==> config.mk <==
export PLATFORM = sky130hd
export DESIGN_NAME = ethernet_rx_address_filter_classifier
export DESIGN_NICKNAME = d
export VERILOG_FILES = /design/src/hw/rtl/erxaf_pkg.sv /design/src/hw/rtl/ethernet_rx_address_filter_classifier.sv
export SDC_FILE = /design/constraint.sdc
export NUM_CORES = 1
export LEC_CHECK = 0
export ABC_AREA = 1
export BUFFER_PORTS_ARGS = -buffer_cell sky130_fd_sc_hd__buf_2
export CORE_AREA = 2 2 117 119
export CTS_BUF_LIST = sky130_fd_sc_hd__clkbuf_4 sky130_fd_sc_hd__clkbuf_8
export DETAILED_ROUTE_END_ITERATION = 10
export DIE_AREA = 0 0 119 121
export PLACE_DENSITY_LB_ADDON = 0.3
export SYNTH_ARGS = -nofsm -noshare
export SYNTH_HDL_FRONTEND = slang
export SYNTH_SLANG_ARGS = --single-unit
==> constraint.sdc <==
create_clock -name clk -period 3.86 [get_ports clk]
set_input_delay 0.193 -clock clk [delete_from_list [all_inputs] [get_ports clk]]
set_output_delay 0.193 -clock clk [all_outputs]
set_load 0.005 [all_outputs]
==> src/hw/rtl/erxaf_pkg.sv <==
// types and constants for the ethernet receive address filter and classifier
// no dependencies; imported by ethernet_rx_address_filter_classifier and its testbench
package erxaf_pkg;

	localparam int unsigned HEADER_BYTES = 14;
	localparam int unsigned ADDR_BYTES   = 6;
	localparam int unsigned TYPE_OFFSET  = 12;
	localparam int unsigned COUNT_W      = 12;
	localparam int unsigned LEN_W        = 11;
	localparam int unsigned TYPE_W       = 16;
	localparam int unsigned ADDR_W       = 48;

	localparam logic [TYPE_W-1:0]  TYPE_IPV4     = 16'h0800;
	localparam logic [TYPE_W-1:0]  TYPE_ARP      = 16'h0806;
	localparam logic [7:0]         BCAST_BYTE    = 8'hFF;
	localparam logic [LEN_W-1:0]   MAX_LEN_RESET = 11'd1514;

	// register indexes on the configuration port (byte address / 8)
	localparam logic REG_STATION = 1'b0;
	localparam logic REG_MAX_LEN = 1'b1;

	typedef enum logic [2:0] {
		VERDICT_IPV4        = 3'd0,
		VERDICT_ARP         = 3'd1,
		VERDICT_UNSUPPORTED = 3'd2,
		VERDICT_NOT_OURS    = 3'd3,
		VERDICT_TOO_LONG    = 3'd4,
		VERDICT_TOO_SHORT   = 3'd5
	} verdict_t;

endpackage

==> src/hw/rtl/ethernet_rx_address_filter_classifier.sv <==
// ethernet receive destination filter and ethertype classifier, top level
// depends on erxaf_pkg
//
// usage:
//   input channel (in_valid/in_stall, rx_byte, last_byte) takes one frame byte per
//   transaction in wire order; last_byte marks the final byte of a frame.
//   output channel (out_valid/out_stall, verdict, ether_type, payload_length)
//   carries one verdict transaction per frame, produced by the last byte.
//   apb port: register 0 (addr 0x0) station_address, 48 bits, first byte in the
//   top byte; register 1 (addr 0x8) max_frame_length, 11 bits, reset 1514.
//   the user must write registers only while no frame is in flight; the block does not enforce it.
// timing:
//   one byte per cycle sustained while no last byte is held back by a pending
//   verdict. a byte is captured in the input register, then the frame state and
//   (on a last byte) the result register are updated from it; the verdict is
//   valid once the result register is loaded and is taken when out_stall is low.
//   the single result register plus input register decouple the two sides, so
//   non-last bytes keep flowing while a verdict waits to be taken.
// reset: clears the byte counter and captured type, sets both match flags,
//   drops both valid flags; station address reads 0 and max frame length 1514.
// stall: when out_stall holds a pending verdict, non-last bytes still pass;
//   a last byte waits in the input register and in_stall rises until the
//   verdict is taken.
module ethernet_rx_address_filter_classifier
	import erxaf_pkg::*;
(
	input  logic                clk,
	input  logic                arst_n,
	// byte input channel
	input  logic                in_valid,
	output logic                in_stall,
	input  logic [7:0]          rx_byte,
	input  logic                last_byte,
	// verdict output channel
	output logic                out_valid,
	input  logic                out_stall,
	output logic [2:0]          verdict,
	output logic [TYPE_W-1:0]   ether_type,
	output logic [LEN_W-1:0]    payload_length,
	// configuration port
	input  logic                psel,
	input  logic                penable,
	input  logic                pwrite,
	input  logic [3:0]          paddr,
	input  logic [63:0]         pwdata,
	output logic [63:0]         prdata,
	output logic                pready
);

	// configuration registers
	logic [ADDR_W-1:0] station_q;
	logic [LEN_W-1:0]  max_len_q;

	// input register
	logic       valid_s1;
	logic [7:0] rx_byte_s1;
	logic       last_byte_s1;

	// per-frame state
	logic [COUNT_W-1:0] count_q;
	logic               ucast_q;
	logic               bcast_q;
	logic [TYPE_W-1:0]  type_q;

	// result register
	logic              out_valid_q;
	verdict_t          verdict_q;
	logic [TYPE_W-1:0] etype_q;
	logic [LEN_W-1:0]  plen_q;

	logic                cfg_wr;
	logic                in_accept;
	logic                out_free;
	logic                s1_go;
	logic                in_addr;
	logic                in_type;
	logic [7:0]          own_byte;
	logic [COUNT_W-1:0]  count_nxt;
	logic                ucast_nxt;
	logic                bcast_nxt;
	logic [TYPE_W-1:0]   type_nxt;
	verdict_t            verdict_nxt;
	logic [TYPE_W-1:0]   etype_nxt;
	logic [LEN_W-1:0]    plen_nxt;
	logic [COUNT_W-1:0]  plen_full;

	// apb: always ready, index from address bit 3
	assign pready = 1'b1;
	assign cfg_wr = psel && penable && pwrite;

	always_comb begin
		case (paddr[3])
			REG_STATION: prdata = {16'd0, station_q};
			REG_MAX_LEN: prdata = {53'd0, max_len_q};
			default:     prdata = 64'd0;
		endcase
	end

	always_ff @(posedge clk or negedge arst_n) begin
		if (!arst_n) begin
			station_q <= '0;
			max_len_q <= MAX_LEN_RESET;
		end else if (cfg_wr) begin
			case (paddr[3])
				REG_STATION: station_q <= pwdata[ADDR_W-1:0];
				REG_MAX_LEN: max_len_q <= pwdata[LEN_W-1:0];
				default: ;
			endcase
		end
	end

	// handshake: a last byte needs a free result register to move on
	assign out_free  = !out_valid_q || !out_stall;
	assign s1_go     = valid_s1 && (!last_byte_s1 || out_free);
	assign in_stall  = valid_s1 && !s1_go;
	assign in_accept = in_valid && !in_stall;

	always_ff @(posedge clk or negedge arst_n) begin
		if (!arst_n) begin
			valid_s1 <= 1'b0;
		end else if (in_accept) begin
			valid_s1 <= 1'b1;
		end else if (s1_go) begin
			valid_s1 <= 1'b0;
		end
	end

	always_ff @(posedge clk) begin
		if (in_accept) begin
			rx_byte_s1   <= rx_byte;
			last_byte_s1 <= last_byte;
		end
	end

	// destination byte of the station address for this position
	always_comb begin
		case (count_q[2:0])
			3'd0:    own_byte = station_q[47:40];
			3'd1:    own_byte = station_q[39:32];
			3'd2:    own_byte = station_q[31:24];
			3'd3:    own_byte = station_q[23:16];
			3'd4:    own_byte = station_q[15:8];
			3'd5:    own_byte = station_q[7:0];
			default: own_byte = 8'd0;
		endcase
	end

	assign in_addr = count_q < COUNT_W'(ADDR_BYTES);
	assign in_type = (count_q == COUNT_W'(TYPE_OFFSET)) ||
	                 (count_q == COUNT_W'(TYPE_OFFSET + 1));

	// frame state after this byte
	assign count_nxt = (&count_q) ? count_q : count_q + 1'b1;
	assign ucast_nxt = ucast_q && !(in_addr && (rx_byte_s1 != own_byte));
	assign bcast_nxt = bcast_q && !(in_addr && (rx_byte_s1 != BCAST_BYTE));
	assign type_nxt  = in_type ? {type_q[7:0], rx_byte_s1} : type_q;
	assign plen_full = count_nxt - COUNT_W'(HEADER_BYTES);

	// verdict priority: too short, not ours, too long, then ethertype
	always_comb begin
		etype_nxt = type_nxt;
		plen_nxt  = '0;
		if (count_nxt < COUNT_W'(HEADER_BYTES)) begin
			verdict_nxt = VERDICT_TOO_SHORT;
			etype_nxt   = '0;
		end else if (!ucast_nxt && !bcast_nxt) begin
			verdict_nxt = VERDICT_NOT_OURS;
		end else if (count_nxt > {1'b0, max_len_q}) begin
			verdict_nxt = VERDICT_TOO_LONG;
		end else if (type_nxt == TYPE_IPV4) begin
			verdict_nxt = VERDICT_IPV4;
			plen_nxt    = plen_full[LEN_W-1:0];
		end else if (type_nxt == TYPE_ARP) begin
			verdict_nxt = VERDICT_ARP;
			plen_nxt    = plen_full[LEN_W-1:0];
		end else begin
			verdict_nxt = VERDICT_UNSUPPORTED;
		end
	end

	// frame state, cleared after the last byte
	always_ff @(posedge clk or negedge arst_n) begin
		if (!arst_n) begin
			count_q <= '0;
			ucast_q <= 1'b1;
			bcast_q <= 1'b1;
			type_q  <= '0;
		end else if (s1_go) begin
			if (last_byte_s1) begin
				count_q <= '0;
				ucast_q <= 1'b1;
				bcast_q <= 1'b1;
				type_q  <= '0;
			end else begin
				count_q <= count_nxt;
				ucast_q <= ucast_nxt;
				bcast_q <= bcast_nxt;
				type_q  <= type_nxt;
			end
		end
	end

	// result register
	always_ff @(posedge clk or negedge arst_n) begin
		if (!arst_n) begin
			out_valid_q <= 1'b0;
		end else if (s1_go && last_byte_s1) begin
			out_valid_q <= 1'b1;
		end else if (!out_stall) begin
			out_valid_q <= 1'b0;
		end
	end

	always_ff @(posedge clk) begin
		if (s1_go && last_byte_s1) begin
			verdict_q <= verdict_nxt;
			etype_q   <= etype_nxt;
			plen_q    <= plen_nxt;
		end
	end

	assign out_valid      = out_valid_q;
	assign verdict        = verdict_q;
	assign ether_type     = etype_q;
	assign payload_length = plen_q;

	// checks
	a_short_empty: assert property (@(posedge clk) disable iff (!arst_n)
		(out_valid_q && verdict_q == VERDICT_TOO_SHORT) |-> (etype_q == '0 && plen_q == '0))
		else $error("too short verdict carries type or length");

	a_ipv4_type: assert property (@(posedge clk) disable iff (!arst_n)
		(out_valid_q && verdict_q == VERDICT_IPV4) |-> (etype_q == TYPE_IPV4))
		else $error("ipv4 verdict with other ethertype");

	a_stall_held: assert property (@(posedge clk) disable iff (!arst_n)
		in_stall |-> (valid_s1 && last_byte_s1 && out_valid_q && out_stall))
		else $error("input stalled without a blocked last byte");

	a_frame_clear: assert property (@(posedge clk) disable iff (!arst_n)
		(s1_go && last_byte_s1) |=> (count_q == '0 && ucast_q && bcast_q && type_q == '0))
		else $error("frame state not cleared after last byte");

	a_no_overwrite: assert property (@(posedge clk) disable iff (!arst_n)
		(out_valid_q && out_stall) |=> (out_valid_q && $stable(verdict_q) && $stable(plen_q)))
		else $error("pending verdict overwritten");

endmodule

==> metrics.md <==
| Metric | Value |
|---|---|
| Outcome | finished clean |
| Root buffer cell | clkbuf_8 |
| Highest Clock Rate | 303 MHz |
| Routed Antenna Nets | 0 |
| Cell count along the critical path | 14 |
| Setup CP Type | flip-flop to flip-flop |
| Worst-path maximum fanout | 12 |
| Most frequent cells in the layout | nand2_1 (206), buf_2 (143), nor2_1 (136), inv_1 (134), dfrtp_1 (82) |
| Filler cell count | 1074 |
| Die footprint | approximately 14000 µm² |
| Worst Hold Depth | 3 |
| Die Span X | 119 µm |
| Critical-path top delay cell | xor2_1 |
| Largest net degree at the start of global routing | 78 |
| Router iterations before antenna repair | 5 |
| Vias in the first global route | ~6100 |
| Starting density of the core | 0.542 |
| Skew final | between 0.015 and 0.02 ns |
| Initial antenna violation count | 0 |
| Fin crit period | 3.30 ns |
| Commonest non-fill, non-tap cell in the layout | nand2_1 |
| Fin Setup TNS | 0 ns |
| ANT cells | 0 |
| Via Count | 6499 |
| Layout cell share with drive strength beyond 1 | 0.197 |
| Final hold vios | 0 |
| Routed len/inst | 13.7 µm |
| Maxcap violations | 0 |
| Post-route cell area | ~9000 µm² |
| Post-Place Cells | 1206 |
| Sequential cell area fraction in the yosys report | 0.487 |
| Cells after Synth | a little over 900 |
| Grt ovf | 0 |
| Largest delay contributor family on the critical path | simple AND/OR/NAND/NOR gates |
| Unrepaired setup endpoints after global routing | no |
| Rows | 42 |
| Total wire length | ~18 mm |
| Pwr/cell area | 419 nW/µm² |
| Port Buffer Count | 144 |
| Syn avg cell area | 7.73 µm² |
| Core region area | about 13000 µm² |
| Nets@finish | 1202 |
| Fin. max-slew vios | 0 |
| Worst-skew pair later-pin latency | 0.46 ns |
| Synth Register Bits | 130 |
| P&R area growth vs syn | 23.9% |
| Clock buffer depth | 2 |
| Synthesized cell area | 7100 µm² |
| CTS tree | yes |
| Routability cong. | 0.898 |
| DP HPWL | 12.0 mm |
| Pre-CTS WS | 0.591 ns |
| CTS H-tree lvls | 4 |
| Slew @ Worst Pin | 1.01 ns |
| Starting DRT DRC Count | 513 |
| Top Ports | roughly 180 |
| Critical Path AT | roughly 3.6 ns |
| Rel. slew slack | 0.326 |
| Vias per cell | 5.03 |
| Crit-path cells | ha_1, nand3_2, inv_2, nand3_2, xor2_1, ha_1, nor2_1, nor2_1, o21ai_0, nand3_1, nand3_1, a21oi_1, nand2_1, nor2_2 |
| Final period util | 0.856 |
| Die height | around 120 µm |
| CP Data Required Time | 4.15 ns |
| Startpoint Class | flip-flop |
| Clk pin slew, worst setup/hold paths | 0.08 ns |
| Post-Layout Cell Count | 1293 |
| Num Clock Sinks | 130 |
| CP endpoint kind | flip-flop |
| First-pass GRT wire length | 29.3 mm |
| Cells on worst reg2reg path | 14 |
| GRT Total Usage | 0.256 |
| CP peak stage delay | 0.52 ns |
| Critical path buffers and inverters | 1 |
| Worst Hold Class | primary input to flip-flop |
| Cts bufs inserted | 17 |
| Post-DP Area | around 7800 µm² |
| # setup viols final | 0 |
| Remaining DRCs | 0 |
| Smallest setup slack after layout | 0.555 ns |
| Peak supply drop | 0.000226 V |
| Synth Warn # | 0 |
| Pleak | 4.53 nW |
| Synth cell types | 34 |
==> power breakdown <==
part	internal, W	leakage [nW]	switching, W
logic	0.000317	2.88	0.000502
clock network	0.000630	0.192	0.000557
registers	0.00158	1.46	0.000101
==> synth_stat cells <==
cell	count	area [µm²]
a21oi_1	42	210
a21oi_2	2	17.5
and3_1	1	6.26
buf_1	6	22.5
buf_2	6	30.0
buf_4	17	128
buf_6	6	67.6
clkbuf_1	19	71.3
clkinv_1	1	3.75
conb_1	2	7.51
dfrtp_1	82	2050
dfstp_2	9	236
edfxtp_1	39	1170
ha_1	14	175
inv_1	134	503
inv_2	3	11.3
nand2_1	207	777
nand2_2	6	37.5
nand3_1	58	290
nand3_2	3	30.0
nand3b_1	1	7.51
nand4_1	6	37.5
nor2_1	136	510
nor2_2	13	81.3
nor2_4	1	11.3
nor3_1	1	5.00
nor3_2	1	10.0
o21ai_0	55	275
o21ai_1	15	75.1
o21ai_2	2	17.5
o21bai_1	1	7.51
o22ai_1	17	106
xnor2_1	1	8.76
xor2_1	11	96.3
==> timing repair <==
| item | CTS | global route |
|---|---|---|
| setup buffers | 0 | 0 |
| gates resized for setup | 0 | 0 |
| hold buffers | 55 | 0 |
| hold endpoints to repair | 102 | 0 |
==> worst register-to-register path: cells and delay by family (launching register included) <==
family,cells,cell delay [ns]
XOR/XNOR,1,0.52
AO/OA/AOI/OAI,2,0.31
flip-flops,1,0.47
AND/OR/NAND/NOR,8,1.27
buffers and inverters,1,0.10
adder cells (fa/ha/maj),2,0.48
==> metal layers <==
layer	up-vias	share of wire	track usage
li1	3229	-	-
met1	2974	0.42	0.337
met2	254	0.48	0.417
met3	42	0.063	0.0512
met4	0	0.030	0.103
met5	-	0	0
==> flip-flops by register name, indices dropped and copies added (netlist names) <==
signal	flops
bcast_q	1
ether_type	16
station_q	48
ucast_q	1
last_byte_s1	1
rx_byte_s1	8
out_valid	1
type_q	16
payload_length	11
count_q	12
max_len_q	11
valid_s1	1
verdict	3
==> metrics by stage <==
stage | total power [W] | hold WS, ns | utilization
3_3_place_gp | 0.00245 | 0.303 | 0.600
5_1_grt | 0.00389 | 0.0362 | 0.672
4_1_cts | 0.00368 | 0.000220 | 0.672
3_5_place_dp | 0.00246 | 0.300 | 0.600
6_report | 0.00368 | 0.00585 | 0.672
2_1_floorplan | 0.00219 | -0.103 | -
==> path summary, 6_finish.rpt <==
kind,startpoint,to,slack [ns]
max,count_q[1],payload_length[4],0.56
min,pwdata[5],max_len_q[5],0.006
max reg2reg,count_q[1],payload_length[4],0.56
min reg2reg,max_len_q[1],max_len_q[1],0.49
max in group asynchronous,arst_n,station_q[14],2.56
min in group asynchronous,arst_n,station_q[8],0.34
==> cell families after synthesis <==
logic type,Yosys count,share of synthesized area
buffers and inverters,192,0.118
XOR/XNOR,12,0.0148
other,2,0.00106
AND/OR/NAND/NOR,434,0.254
flip-flops,130,0.487
AO/OA/AOI/OAI,134,0.0999
adder cells (fa/ha/maj),14,0.0247
==> layout make-up <==
cell class,count,area [µm²],share of cell area
sequential,130,3460,0.393
multi-input combinational,611,2860,0.325
timing repair buffer,206,1340,0.152
inverter,138,518,0.0589
clock buffer,17,234,0.0266
tap,176,220,0.0250
clock inverter,15,164,0.0186
No activity file was read; power rests on OpenSTA's default activity.
